**src/hdl/fm_index_occurrence_counter_core_assert.svh**
```systemverilog
`ifndef FM_INDEX_OCCURRENCE_COUNTER_CORE_ASSERT_SVH
`define FM_INDEX_OCCURRENCE_COUNTER_CORE_ASSERT_SVH

// Check that cons holds in the same cycle as ante.
`define FMOCC_ASSERT_NOW(label, clk, rst_n, ante, cons) \
	label: assert property (@(posedge clk) disable iff (!rst_n) (ante) |-> (cons)) \
		else $error("fmocc check failed");

// Check that cons holds in the cycle after ante.
`define FMOCC_ASSERT_NEXT(label, clk, rst_n, ante, cons) \
	label: assert property (@(posedge clk) disable iff (!rst_n) (ante) |=> (cons)) \
		else $error("fmocc check failed");

`endif

```
**src/hdl/fmocc_pkg.sv**
```systemverilog
package fmocc_pkg;

	localparam int NumLetters  = 20;
	localparam int CodeW       = 5;
	localparam int PosW        = 16;
	localparam int CountW      = 17;
	localparam int QueueDepth  = 4;
	localparam int QueuePtrW   = $clog2(QueueDepth);
	localparam int QueueCountW = $clog2(QueueDepth + 1);

	localparam logic [CodeW-1:0]  CodeDollar  = 5'd20;
	localparam logic [CodeW-1:0]  CodeInvalid = 5'd21;
	localparam logic [CodeW-1:0]  LastLetter  = 5'd19;
	localparam logic [7:0]        DollarChar  = 8'h24;
	localparam logic [CountW-1:0] CountCap    = 17'd65536;

	// A C D E F G H I K L M N P Q R S T V W Y
	localparam logic [7:0] LetterChar [NumLetters] = '{
		8'h41, 8'h43, 8'h44, 8'h45, 8'h46, 8'h47, 8'h48, 8'h49, 8'h4B, 8'h4C,
		8'h4D, 8'h4E, 8'h50, 8'h51, 8'h52, 8'h53, 8'h54, 8'h56, 8'h57, 8'h59
	};

	typedef struct packed {
		logic [CodeW-1:0] code;
		logic             last;
		logic [PosW-1:0]  pos;
	} entry_t;

	typedef enum logic {
		ST_OCC,
		ST_BURST
	} back_state_t;

	function automatic logic [CodeW-1:0] map_symbol(input logic [7:0] sym);
		logic [CodeW-1:0] code;
		code = (sym == DollarChar) ? CodeDollar : CodeInvalid;
		for (int i = 0; i < NumLetters; i++) begin
			if (sym == LetterChar[i]) begin
				code = CodeW'(i);
			end
		end
		return code;
	endfunction

endpackage

```
**src/hdl/fmocc_front.sv**
```systemverilog
module fmocc_front (
	input  logic                clk,
	input  logic                arst_n,
	input  logic                sym_valid,
	output logic                sym_ready,
	input  logic [7:0]          symbol,
	input  logic                last,
	input  logic                q_full,
	output logic                q_push,
	output fmocc_pkg::entry_t   q_wdata
);

	logic [fmocc_pkg::PosW-1:0] pos_q;

	assign sym_ready = !q_full;
	assign q_push    = sym_valid && sym_ready;

	always_comb begin
		q_wdata.code = fmocc_pkg::map_symbol(symbol);
		q_wdata.last = last;
		q_wdata.pos  = pos_q;
	end

	// Advance the position per word, restart after the last byte.
	always_ff @(posedge clk or negedge arst_n) begin
		if (!arst_n) begin
			pos_q <= '0;
		end else if (q_push) begin
			pos_q <= last ? '0 : pos_q + 1'b1;
		end
	end

endmodule

```
**src/hdl/fmocc_queue.sv**
```systemverilog
module fmocc_queue (
	input  logic                clk,
	input  logic                arst_n,
	input  logic                push,
	input  fmocc_pkg::entry_t   wdata,
	output logic                full,
	input  logic                pop,
	output logic                not_empty,
	output fmocc_pkg::entry_t   rdata
);

	fmocc_pkg::entry_t                  mem_q [fmocc_pkg::QueueDepth];
	logic [fmocc_pkg::QueuePtrW-1:0]    wr_ptr_q;
	logic [fmocc_pkg::QueuePtrW-1:0]    rd_ptr_q;
	logic [fmocc_pkg::QueueCountW-1:0]  fill_q;

	assign full      = (fill_q == fmocc_pkg::QueueCountW'(fmocc_pkg::QueueDepth));
	assign not_empty = (fill_q != '0);
	assign rdata     = mem_q[rd_ptr_q];

	always_ff @(posedge clk) begin
		if (push) begin
			mem_q[wr_ptr_q] <= wdata;
		end
	end

	always_ff @(posedge clk or negedge arst_n) begin
		if (!arst_n) begin
			wr_ptr_q <= '0;
			rd_ptr_q <= '0;
			fill_q   <= '0;
		end else begin
			if (push) begin
				wr_ptr_q <= wr_ptr_q + 1'b1;
			end
			if (pop) begin
				rd_ptr_q <= rd_ptr_q + 1'b1;
			end
			if (push && !pop) begin
				fill_q <= fill_q + 1'b1;
			end else if (pop && !push) begin
				fill_q <= fill_q - 1'b1;
			end
		end
	end

endmodule

```
**src/hdl/fmocc_back.sv**
```systemverilog
`include "fm_index_occurrence_counter_core_assert.svh"

module fmocc_back (
	input  logic                                clk,
	input  logic                                arst_n,
	input  logic                                q_valid,
	input  fmocc_pkg::entry_t                   q_rdata,
	output logic                                q_pop,
	output logic                                res_valid,
	input  logic                                res_ready,
	output logic                                kind,
	output logic [fmocc_pkg::CodeW-1:0]         letter,
	output logic [fmocc_pkg::PosW-1:0]          position,
	output logic [fmocc_pkg::CountW-1:0]        count,
	output logic                                invalid,
	output logic                                end_of_run
);

	fmocc_pkg::back_state_t             state_q, state_d;
	logic [fmocc_pkg::CountW-1:0]       counts_q [fmocc_pkg::NumLetters];
	logic [fmocc_pkg::CodeW-1:0]        j_q;
	logic [fmocc_pkg::CountW-1:0]       total_q;
	logic [fmocc_pkg::PosW-1:0]         burst_pos_q;

	logic                               res_valid_q;
	logic                               kind_q;
	logic [fmocc_pkg::CodeW-1:0]        letter_q;
	logic [fmocc_pkg::PosW-1:0]         position_q;
	logic [fmocc_pkg::CountW-1:0]       count_q;
	logic                               invalid_q;
	logic                               eor_q;

	logic                               out_adv;
	logic                               occ_go;
	logic                               burst_go;
	logic                               is_letter;
	logic [fmocc_pkg::CountW-1:0]       cnt_rd;
	logic [fmocc_pkg::CountW-1:0]       cnt_inc;
	logic [fmocc_pkg::CountW:0]         total_sum;
	logic [fmocc_pkg::CountW-1:0]       total_nxt;
	logic                               counts_zero;

	assign out_adv   = !res_valid_q || res_ready;
	assign is_letter = (q_rdata.code < fmocc_pkg::CodeW'(fmocc_pkg::NumLetters));
	assign cnt_rd    = is_letter ? counts_q[q_rdata.code] : '0;
	assign cnt_inc   = (cnt_rd < fmocc_pkg::CountCap) ? cnt_rd + 1'b1 : cnt_rd;
	assign total_sum = {1'b0, total_q} + {1'b0, counts_q[0]};
	assign total_nxt = (total_sum > {1'b0, fmocc_pkg::CountCap}) ?
		fmocc_pkg::CountCap : total_sum[fmocc_pkg::CountW-1:0];
	assign q_pop     = occ_go;

	always_comb begin
		counts_zero = 1'b1;
		for (int i = 0; i < fmocc_pkg::NumLetters; i++) begin
			if (counts_q[i] != '0) begin
				counts_zero = 1'b0;
			end
		end
	end

	always_ff @(posedge clk or negedge arst_n) begin
		if (!arst_n) begin
			state_q <= fmocc_pkg::ST_OCC;
		end else begin
			state_q <= state_d;
		end
	end

	always_comb begin
		state_d  = state_q;
		occ_go   = 1'b0;
		burst_go = 1'b0;
		unique case (state_q)
			fmocc_pkg::ST_OCC: begin
				occ_go = q_valid && out_adv;
				if (occ_go && q_rdata.last) begin
					state_d = fmocc_pkg::ST_BURST;
				end
			end
			fmocc_pkg::ST_BURST: begin
				burst_go = out_adv;
				if (burst_go && (j_q == fmocc_pkg::LastLetter)) begin
					state_d = fmocc_pkg::ST_OCC;
				end
			end
			default: begin
				state_d = fmocc_pkg::ST_OCC;
			end
		endcase
	end

	// Count on occurrence words; during the C burst shift the counters
	// down so that the current letter always sits at the bottom, and
	// shift in zeros so that they are clear when the burst ends.
	always_ff @(posedge clk or negedge arst_n) begin
		if (!arst_n) begin
			for (int i = 0; i < fmocc_pkg::NumLetters; i++) begin
				counts_q[i] <= '0;
			end
			j_q         <= '0;
			total_q     <= '0;
			burst_pos_q <= '0;
		end else if (occ_go) begin
			if (is_letter) begin
				counts_q[q_rdata.code] <= cnt_inc;
			end
			j_q         <= '0;
			total_q     <= '0;
			burst_pos_q <= q_rdata.pos;
		end else if (burst_go) begin
			for (int i = 0; i < fmocc_pkg::NumLetters - 1; i++) begin
				counts_q[i] <= counts_q[i+1];
			end
			counts_q[fmocc_pkg::NumLetters-1] <= '0;
			j_q     <= j_q + 1'b1;
			total_q <= total_nxt;
		end
	end

	always_ff @(posedge clk or negedge arst_n) begin
		if (!arst_n) begin
			res_valid_q <= 1'b0;
		end else if (out_adv) begin
			res_valid_q <= occ_go || burst_go;
		end
	end

	always_ff @(posedge clk) begin
		if (occ_go) begin
			kind_q     <= 1'b0;
			letter_q   <= q_rdata.code;
			position_q <= q_rdata.pos;
			count_q    <= is_letter ? cnt_inc : '0;
			invalid_q  <= (q_rdata.code == fmocc_pkg::CodeInvalid);
			eor_q      <= !q_rdata.last;
		end else if (burst_go) begin
			kind_q     <= 1'b1;
			letter_q   <= j_q;
			position_q <= burst_pos_q;
			count_q    <= total_q;
			invalid_q  <= 1'b0;
			eor_q      <= (j_q == fmocc_pkg::LastLetter);
		end
	end

	assign res_valid  = res_valid_q;
	assign kind       = kind_q;
	assign letter     = letter_q;
	assign position   = position_q;
	assign count      = count_q;
	assign invalid    = invalid_q;
	assign end_of_run = eor_q;

	`FMOCC_ASSERT_NOW(a_burst_index, clk, arst_n, state_q == fmocc_pkg::ST_BURST, j_q <= fmocc_pkg::LastLetter)
	`FMOCC_ASSERT_NOW(a_burst_end_letter, clk, arst_n, res_valid_q && kind_q && eor_q, letter_q == fmocc_pkg::LastLetter)
	`FMOCC_ASSERT_NOW(a_invalid_flag, clk, arst_n, res_valid_q && !kind_q, invalid_q == (letter_q == fmocc_pkg::CodeInvalid))
	`FMOCC_ASSERT_NOW(a_clear_after_burst, clk, arst_n, $fell(state_q == fmocc_pkg::ST_BURST), counts_zero)

endmodule

```
**src/hdl/fm_index_occurrence_counter_core.sv**
```systemverilog
// Channel | Handshake            | Words carried
// --------+----------------------+------------------------------------------------
// input   | sym_valid, sym_ready | symbol, last
// result  | res_valid, res_ready | kind, letter, position, count, invalid, end_of_run
//
// One occurrence word per input byte, one per cycle when nothing stalls.
// A byte marked last adds 20 C-value words from the counter bank, one per cycle
// while res_ready is high, so a transform of N bytes gives N + 20 result words.
// Reset (arst_n low) clears counters, position, queue and the result valid flag.
// A four-entry queue parts the input side from the counter bank; input stalls
// only when it is full, and the result register holds while res_ready is low.
module fm_index_occurrence_counter_core (
	input  logic                                clk,
	input  logic                                arst_n,
	input  logic                                sym_valid,
	output logic                                sym_ready,
	input  logic [7:0]                          symbol,
	input  logic                                last,
	output logic                                res_valid,
	input  logic                                res_ready,
	output logic                                kind,
	output logic [fmocc_pkg::CodeW-1:0]         letter,
	output logic [fmocc_pkg::PosW-1:0]          position,
	output logic [fmocc_pkg::CountW-1:0]        count,
	output logic                                invalid,
	output logic                                end_of_run
);

	// Front to queue: classified word with its position.
	logic               q_push;
	logic               q_full;
	fmocc_pkg::entry_t  q_wdata;

	// Queue to back: head word and its release.
	logic               q_pop;
	logic               q_not_empty;
	fmocc_pkg::entry_t  q_rdata;

	// Map each byte to its letter code and stamp its position.
	fmocc_front u_front (
		.clk       (clk),
		.arst_n    (arst_n),
		.sym_valid (sym_valid),
		.sym_ready (sym_ready),
		.symbol    (symbol),
		.last      (last),
		.q_full    (q_full),
		.q_push    (q_push),
		.q_wdata   (q_wdata)
	);

	// Hold classified words while the back end is busy with a C burst
	// or stalled by the result side.
	fmocc_queue u_queue (
		.clk       (clk),
		.arst_n    (arst_n),
		.push      (q_push),
		.wdata     (q_wdata),
		.full      (q_full),
		.pop       (q_pop),
		.not_empty (q_not_empty),
		.rdata     (q_rdata)
	);

	// Count letters, emit occurrence words and the C burst, then clear.
	fmocc_back u_back (
		.clk        (clk),
		.arst_n     (arst_n),
		.q_valid    (q_not_empty),
		.q_rdata    (q_rdata),
		.q_pop      (q_pop),
		.res_valid  (res_valid),
		.res_ready  (res_ready),
		.kind       (kind),
		.letter     (letter),
		.position   (position),
		.count      (count),
		.invalid    (invalid),
		.end_of_run (end_of_run)
	);

endmodule

```
**config.mk**
```make
export PLATFORM = sky130hd
export DESIGN_NAME = fm_index_occurrence_counter_core
export DESIGN_NICKNAME = d
export VERILOG_FILES = /design/src/hdl/fmocc_pkg.sv /design/src/hdl/fmocc_front.sv /design/src/hdl/fmocc_queue.sv /design/src/hdl/fmocc_back.sv /design/src/hdl/fm_index_occurrence_counter_core.sv
export VERILOG_INCLUDE_DIRS = /design/src /design/src/hdl
export SDC_FILE = /design/constraint.sdc
export NUM_CORES = 1
export LEC_CHECK = 0
export ABC_AREA = 1
export BUFFER_PORTS_ARGS = -buffer_cell sky130_fd_sc_hd__buf_2
export CAP_MARGIN = 10
export CORE_UTILIZATION = 48
export CTS_CLUSTER_SIZE = 24
export DETAILED_ROUTE_END_ITERATION = 10
export SLEW_MARGIN = 20
export SYNTH_ARGS = -nofsm -noshare
export SYNTH_HDL_FRONTEND = slang
export SYNTH_SLANG_ARGS = --single-unit
```
**constraint.sdc**
```tcl
create_clock -name clk -period 3.27 [get_ports clk]
set_input_delay 0.327 -clock clk [delete_from_list [all_inputs] [get_ports clk]]
set_output_delay 0.327 -clock clk [all_outputs]
set_load 0.02 [all_outputs]
```
* Word-level counts from Yosys, hierarchy flattened *
Memories as Yosys holds them, arrays and structs flattened.
Cells that the tools add are included.

operators by class
  reduce and logical (&&, ||, !) cells = 18
  bitwise gates (word level) = 2
  muxes and demuxes = 58
  $lt $le $gt $ge = 5
  add/subtract/negate cells = 8
  eq/ne operators = 25

operators by type and width
  operator                                                                count
  340-bit 2-to-1 mux                                                      3
  340-bit bitwise mux                                                     1
  17-bit 2-to-1 mux                                                       11
  8-bit by 7-bit equality test with 1-bit output, second input constant   20
  5-bit 2-to-1 mux                                                        24
  17-bit binary-select mux with 5-bit select                              1
  17-bit demux with 5-bit select                                          1
  16-bit 2-to-1 mux                                                       3
  17-bit by 17-bit adder with 18-bit output                               1
  18-bit by 17-bit > comparator with 1-bit output, second input constant  1
  17-bit by 1-bit adder with 17-bit output, second input constant         1
  17-bit < comparator, second input constant                              1
  16-bit by 1-bit adder with 16-bit output, second input constant         1
  1-bit 2-to-1 mux                                                        11
  5-bit equality test, second input constant                              2
  8-bit by 6-bit equality test with 1-bit output, second input constant   1
  1-bit logical AND                                                       7
  6-bit greater-or-equal comparator, second input constant                1
  6-bit by 1-bit < comparator with 1-bit output, second input constant    1
  3-bit 2-to-1 mux                                                        2
  5-bit NOT with 6-bit output                                             1
  5-bit by 1-bit adder with 5-bit output, second input constant           1
  1-bit logical NOT                                                       5
  5-bit < comparator, second input constant                               1
  other kinds (11)                                                        14

storage, ports and cells
  output and inout port bits = 43
  memories = 1
  logic and storage cells = 152
  bits in writable memories = 88
  register bits after elaboration = 444

memory list
  memory         words  width  rd ports  clocked after memory_dff  wr ports  line               source
  u_queue.mem_q  4      22     1         0                         1         fmocc_queue.sv:12  fmocc_pkg::entry_t mem_q [fmocc_pkg::QueueDepth];

* Longest topological paths before layout *
  depth after elaboration = 22
  gate-level depth with buffers = 25
  depth with buffers taken out = 22

* Cells and area by module *
Synthesis repeated with hierarchy kept, for this count alone.

unflattened totals
  cells, all modules = 3706
  area, all modules = 28685.0 µm²

modules (own cells, without submodules)
  module       sequential area each (µm²)  cells an instance  area an instance (µm²)  instances
  fmocc_back   10730.3                     3216               23443.7                 1
  fmocc_queue  2817.7                      305                4045.1                  1
  fmocc_front  400.4                       185                1196.1                  1

* Worst setup path after synthesis *
Ideal clock, no wire load.

  path type = register to register
  start = register u_queue.rd_ptr_q[0] (netlist name)
  end = register u_back.count_q, in the netlist u_back.count[8] (data pin)
  slack = 0.430 ns
  cell stages (with the launch flop) = 23
  arrival time = 2.574 ns
  data required time = 3.004 ns
  setup time = 0.266 ns
  path buffers = 4
  period minus slack after synthesis = 2.840 ns
  cells stage by stage = dfrtp_1 buf_4 inv_4 nand2_1 nand3_2 nand2_4 buf_8 buf_4 o21ai_0 nand2_1 nand3_1 nand3_1 nand2_1 nand2_1 ha_1 inv_1 nor2_2 nand2_1 nor2_4 or2_1 buf_4 nand2_1 o21ai_1

between the ends
  cells in the longest elaborated chain, start to end = 10
  elaborated cells between the ends (all ways) = 12

RTL lines
  item                                                                                    line               source
  start, declared                                                                         fmocc_queue.sv:14  logic [fmocc_pkg::QueuePtrW-1:0] rd_ptr_q;
  start signal, assigned                                                                  fmocc_queue.sv:37  rd_ptr_q <= rd_ptr_q + 1'b1;
  memory read 4 x 22 bit (*)                                                              --
  5-bit NOT with 6-bit output (implied by the code)                                       fmocc_back.sv:45   assign cnt_rd = is_letter ? counts_q[q_rdata.code] : '0;
  17-bit binary-select mux with 5-bit select                                              fmocc_back.sv:45
  17-bit 2-to-1 mux (implied by the code) (2 in series)                                   fmocc_back.sv:45
  17-bit 2-to-1 mux                                                                       fmocc_back.sv:45
  17-bit by 1-bit adder with 17-bit output / 17-bit < comparator (equally long branches)  fmocc_back.sv:46   assign cnt_inc = (cnt_rd < fmocc_pkg::CountCap) ? cnt_rd + 1'b1 : cnt_rd;
  17-bit 2-to-1 mux                                                                       fmocc_back.sv:46
  17-bit 2-to-1 mux (*)                                                                   fmocc_back.sv:133  count_q <= is_letter ? cnt_inc : '0;
  17-bit 2-to-1 mux (*)                                                                   fmocc_back.sv:129  if (occ_go) begin
  end signal, assigned                                                                    fmocc_back.sv:133
  end signal, assigned                                                                    fmocc_back.sv:140  count_q <= total_q;
  end, declared                                                                           fmocc_back.sv:29   logic [fmocc_pkg::CountW-1:0] count_q;

Every way passes the cells marked *; elsewhere a longest branch is shown, timed or not. The select of a mux whose other input is x is not followed.
A chain may end at the register's enable or synchronous reset.

* Worst setup path after layout *
  start = register u_queue.rd_ptr_q[0] (netlist name)
  end = register u_back.count_q, in the netlist u_back.count[10] (data pin)

Same word-level chain as after synthesis.

==> Implementation_results.wiki <==
{| class="wikitable"
! Metric !! Value
|-
| Run status || finished, violations left
|-
| Failing checks || setup timing
|-
| Worst-skew pair later-pin latency || around 0.65 ns
|-
| Gate count of the mapped netlist || 3,601
|-
| Final-report setup violation count || 170
|-
| Initial antenna violation count || 1
|-
| Compound-cell area share of the yosys netlist || 18.2%
|-
| Crit share post-route || 105%
|-
| Area share of the largest cell type after synthesis || 35.4%
|-
| Quantity of I/O buffers inserted on ports || 55
|-
| Arrival time at the worst endpoint || 3.78 ns
|-
| Share of synthesized cell area in full adder, half adder and majority cells || 1.24%
|-
| Cell type with the highest aggregate area in the netlist || sky130_fd_sc_hd__dfrtp_1
|-
| TritonCTS buffer count || between 50 and 60
|-
| Yosys Warn Count || 0
|-
| Estimated wirelength of the detail-placed design || 79.4 mm
|-
| Global routing met2 resource utilization || 57.1%
|-
| Layout overhead on the synthesized area || 27.9%
|-
| Synthesized-area fraction occupied by and/or/nand/nor cells || 23.8%
|-
| Total routing usage reported by global routing || 38.1%
|-
| Post-Syn Nets || 3,641
|-
| Start point of the worst min-delay path || sym_valid
|-
| Number of synthesized flops with an enable pin || 128
|-
| Total number of vias || 28.9k
|-
| Sequential area share after synthesis || 49.0%
|-
| Xor and xnor area share after synthesis || less than 1%
|-
| RSZ-0062 raised after global routing || true
|-
| Clock transition at the registers of the reported paths || 0.06 ns
|-
| Crit. End Element || flip-flop
|-
| Ant. Diodes || 0
|-
| Largest family of logic cells by synthesized area || simple AND/OR/NAND/NOR gates
|-
| Area contributors post-synth || sky130_fd_sc_hd__dfrtp_1 (35%), sky130_fd_sc_hd__edfxtp_1 (13%), sky130_fd_sc_hd__a21oi_1 (11%)
|-
| Number of storage elements in the synthesis netlist || 532
|-
| Tightest slew margin relative to the limit || 40.4%
|-
| Hold Crit Class || primary input to flip-flop
|-
| Worst setup SP type || flip-flop
|-
| Setup Skew || 0.0250 ns
|-
| Worst path setup slack after routing || -0.153 ns
|-
| Fmax achieved || 292 MHz
|-
| Depth of the worst register-to-register path || 22
|-
| Critical Path Source || u_queue.rd_ptr_q[0]
|-
| Instance count along the most critical hold path || 5
|-
| Effective utilization at floorplan || between 40% and 50%
|-
| Final Hold Fails || 0
|-
| Slew at the pin with the worst max-slew slack || around 0.89 ns
|-
| Clock tree from TritonCTS || yes
|-
| Met1 GRT Util || 54.0%
|-
| Top flip-flop cell by instance count after synthesis || sky130_fd_sc_hd__dfrtp_1
|-
| Synthesized area divided by synthesized cell count || 7.91 um^2
|-
| Global route overflow || 0
|-
| Share of synthesized registers carrying an async set or reset || 75.8%
|-
| Root cell of the clock tree || sky130_fd_sc_hd__clkbuf_16
|-
| Number of vias per cell || 6.14
|-
| Clock net sink count || 532
|-
| Critical register-to-register path startpoint || u_queue.rd_ptr_q[0]
|-
| Setup CP Type || flip-flop to flip-flop
|-
| Count of routing violations after the opening detailed-route iteration || 3,540
|-
| Number of global-route vias before repair || 27.0k
|-
| Remaining design rule violation count || 0
|-
| Crit Reg-Reg Endpoint || u_back.count[10]
|-
| Max FO, Critical Path || 7
|-
| Total Die Area || 60,300 um^2
|-
| Post-detailed-routing wire length || 119 mm
|-
| Width of the chip || between 200 and 250 um
|-
| Final weighted congestion in routability-driven placement || 0.983
|-
| Share of final-layout standard cells stronger than drive strength 1 || 23.0%
|-
| Floorplan die height || 246 um
|-
| CP Data Required Time || 3.63 ns
|-
| Highest-utilization routing layer at the global route stage || met2
|-
| Boundary pin count || between 50 and 60
|-
| Post-layout nets || 3,928
|-
| Standard cell core area || between 50,000 and 60,000 um^2
|-
| Final slew viol count || 0
|-
| Slack of the worst reg-to-reg path || -0.15 ns
|-
| Count of different cell masters after synthesis || 54
|-
| Final min period || between 3 and 4 ns
|-
| Row count || between 80 and 90
|-
| Grt met3 use || 6.67%
|-
| Largest net degree at the start of global routing || 164
|-
| Proportion of synthesized area in mux cells || 0%
|-
| Number of max-cap violations || 0
|-
| Average detailed-routed wire length per instance || 25.4 um
|-
| Wire length of the first global-routing pass || 171 mm
|-
| CTS max path bufs || 3
|-
| Worst Hold Path EP || u_front.pos_q[1]
|-
| Depth of the CTS H-tree || 2
|-
| Antenna-violating nets left || 0
|-
| Number of iterations in the first detailed-routing pass || 6
|-
| Total standard cell area after synthesis || 28,500 um^2
|-
| Pre-CTS setup slack || -0.545 ns
|}
## cells in the mapped netlist, types with 11 or more instances
library cell               number
sky130_fd_sc_hd__nand3_1      342
sky130_fd_sc_hd__inv_2         12
sky130_fd_sc_hd__nand4_1       18
sky130_fd_sc_hd__dfrtp_1      403
sky130_fd_sc_hd__nand3b_1      32
sky130_fd_sc_hd__a22oi_1      111
sky130_fd_sc_hd__nor2_1       460
sky130_fd_sc_hd__o22ai_1       32
sky130_fd_sc_hd__a21oi_1      609
sky130_fd_sc_hd__clkbuf_1     140
sky130_fd_sc_hd__buf_4         31
sky130_fd_sc_hd__buf_2         59
sky130_fd_sc_hd__nor3_1        20
sky130_fd_sc_hd__o21ai_0      128
sky130_fd_sc_hd__edfxtp_1     128
sky130_fd_sc_hd__o21ai_1       29
sky130_fd_sc_hd__clkinv_1      11
sky130_fd_sc_hd__xor2_1        14
sky130_fd_sc_hd__nand2_1      680
sky130_fd_sc_hd__or2_2         17
sky130_fd_sc_hd__inv_1        201
sky130_fd_sc_hd__ha_1          25
## critical path: stages, from the launching register on
cell	delay [ns]
sky130_fd_sc_hd__dfrtp_2	0.45
sky130_fd_sc_hd__clkinv_4	0.11
sky130_fd_sc_hd__buf_12	0.16
sky130_fd_sc_hd__nand2_4	0.06
sky130_fd_sc_hd__nand2_2	0.06
sky130_fd_sc_hd__nand2_2	0.07
sky130_fd_sc_hd__nand2_4	0.09
sky130_fd_sc_hd__buf_4	0.17
sky130_fd_sc_hd__nand2_8	0.10
sky130_fd_sc_hd__clkinvlp_4	0.22
sky130_fd_sc_hd__buf_6	0.19
sky130_fd_sc_hd__buf_6	0.11
sky130_fd_sc_hd__a22oi_2	0.13
sky130_fd_sc_hd__o221ai_1	0.13
sky130_fd_sc_hd__nand2_1	0.16
sky130_fd_sc_hd__nand2_2	0.13
sky130_fd_sc_hd__nand2_4	0.12
sky130_fd_sc_hd__buf_4	0.11
sky130_fd_sc_hd__inv_1	0.07
sky130_fd_sc_hd__nand2_2	0.10
sky130_fd_sc_hd__nand3_4	0.18
sky130_fd_sc_hd__nand2_8	0.17
sky130_fd_sc_hd__o21ai_2	0.06
## registers in the layout, summed over array words and instances, names as in the netlist
register / flops
u_back.counts_q: 340
u_queue.mem_q: 88
u_back.count: 17
u_back.total_q: 17
u_back.burst_pos_q: 16
u_back.position: 16
u_front.pos_q: 16
u_back.j_q: 5
u_back.letter: 5
u_queue.fill_q: 3
u_queue.rd_ptr_q: 2
u_queue.wr_ptr_q: 2
u_back.end_of_run: 1
u_back.invalid: 1
u_back.kind: 1
u_back.res_valid: 1
u_back.state_q: 1
## worst max path at each step
stage | slack [ns] | cells after the start | to
2_1_floorplan | 0.43 | 22 | u_back.count[8]
4_1_cts | -0.06 | 23 | u_back.count[11]
3_3_place_gp | -0.55 | 20 | u_back.count[11]
5_1_grt | -0.28 | 23 | u_back.counts_q[334]
6_report | -0.15 | 22 | u_back.count[10]
3_5_place_dp | -0.55 | 20 | u_back.count[11]
## cells in the final DEF (no fill, tap or decap), types with 14 or more instances in the layout
cell	Yosys	routed
sky130_fd_sc_hd__nor2_2	8	17
sky130_fd_sc_hd__nor2_4	2	14
sky130_fd_sc_hd__inv_1	201	196
sky130_fd_sc_hd__edfxtp_1	128	128
sky130_fd_sc_hd__nand3_2	2	61
sky130_fd_sc_hd__clkinv_1	11	15
sky130_fd_sc_hd__nand2_4	3	36
sky130_fd_sc_hd__buf_4	31	283
sky130_fd_sc_hd__o21ai_1	29	34
sky130_fd_sc_hd__nand3_4	0	22
sky130_fd_sc_hd__nand3_1	342	261
sky130_fd_sc_hd__or2_2	17	17
sky130_fd_sc_hd__nand4_1	18	18
sky130_fd_sc_hd__buf_6	8	46
sky130_fd_sc_hd__buf_2	59	54
sky130_fd_sc_hd__nand2_2	5	55
sky130_fd_sc_hd__nor3_1	20	20
sky130_fd_sc_hd__ha_1	25	24
sky130_fd_sc_hd__buf_12	0	65
sky130_fd_sc_hd__o21ai_0	128	118
sky130_fd_sc_hd__nand3b_1	32	32
sky130_fd_sc_hd__a21oi_2	2	61
sky130_fd_sc_hd__xor2_1	14	14
sky130_fd_sc_hd__nor2_1	460	439
sky130_fd_sc_hd__clkbuf_16	0	67
sky130_fd_sc_hd__a22oi_1	111	87
sky130_fd_sc_hd__a21oi_1	609	550
sky130_fd_sc_hd__nand2_1	680	590
sky130_fd_sc_hd__a22oi_2	0	24
sky130_fd_sc_hd__dfrtp_1	403	401
sky130_fd_sc_hd__o22ai_1	32	32
## repair_timing
action / CTS / global route
hold endpoints to repair: 65 / 0
gates resized for setup: 275 / 224
gates cloned: 5 / 10
hold buffers: 3 / 0
pin swaps: 63 / 64
buffers inserted: 48 / 12
setup endpoints to repair: 356 / 350
## metal layers
layer	up-vias	share of wire, %
li1	12800	-
met1	14200	41
met2	1572	44
met3	338	9.8
met4	0	5.2
met5	-	0
## final cells by class
type / instances / area, um^2
Tap cell: 765 / 957
Multi-Input combinational cell: 2599 / 14100
Inverter: 225 / 866
Clock inverter: 27 / 244
Fill cell: 5043 / 21700
Clock buffer: 80 / 1630
Timing Repair Buffer: 472 / 4700
Sequential cell: 532 / 14000
## stage by stage
stage | hold slack (ns) | setup TNS, ns | utilization, % | cells | area (um^2)
3_5_place_dp | 0.362 | -91.50 | 54.4 | 4516 | 31600
2_1_floorplan | 0.0314 | 0 | - | 3601 | 28500
6_report | 0.222 | -10.97 | 62.7 | 4700 | 36400
3_3_place_gp | 0.363 | -83.90 | 54.4 | 4516 | 31600
4_1_cts | 0.191 | -1.95 | 60.4 | 4679 | 35100
5_1_grt | 0.236 | -50.04 | 62.7 | 4700 | 36400
## logic make-up after synthesis
family,after synthesis
flops,532
simple gates,1602
fa+ha+maj,27
compound gates,948
xor+xnor,22
buf+inv,470
Power is not shown: default switching activity piles up to over one toggle a cycle in this logic, so the estimate is an artifact.
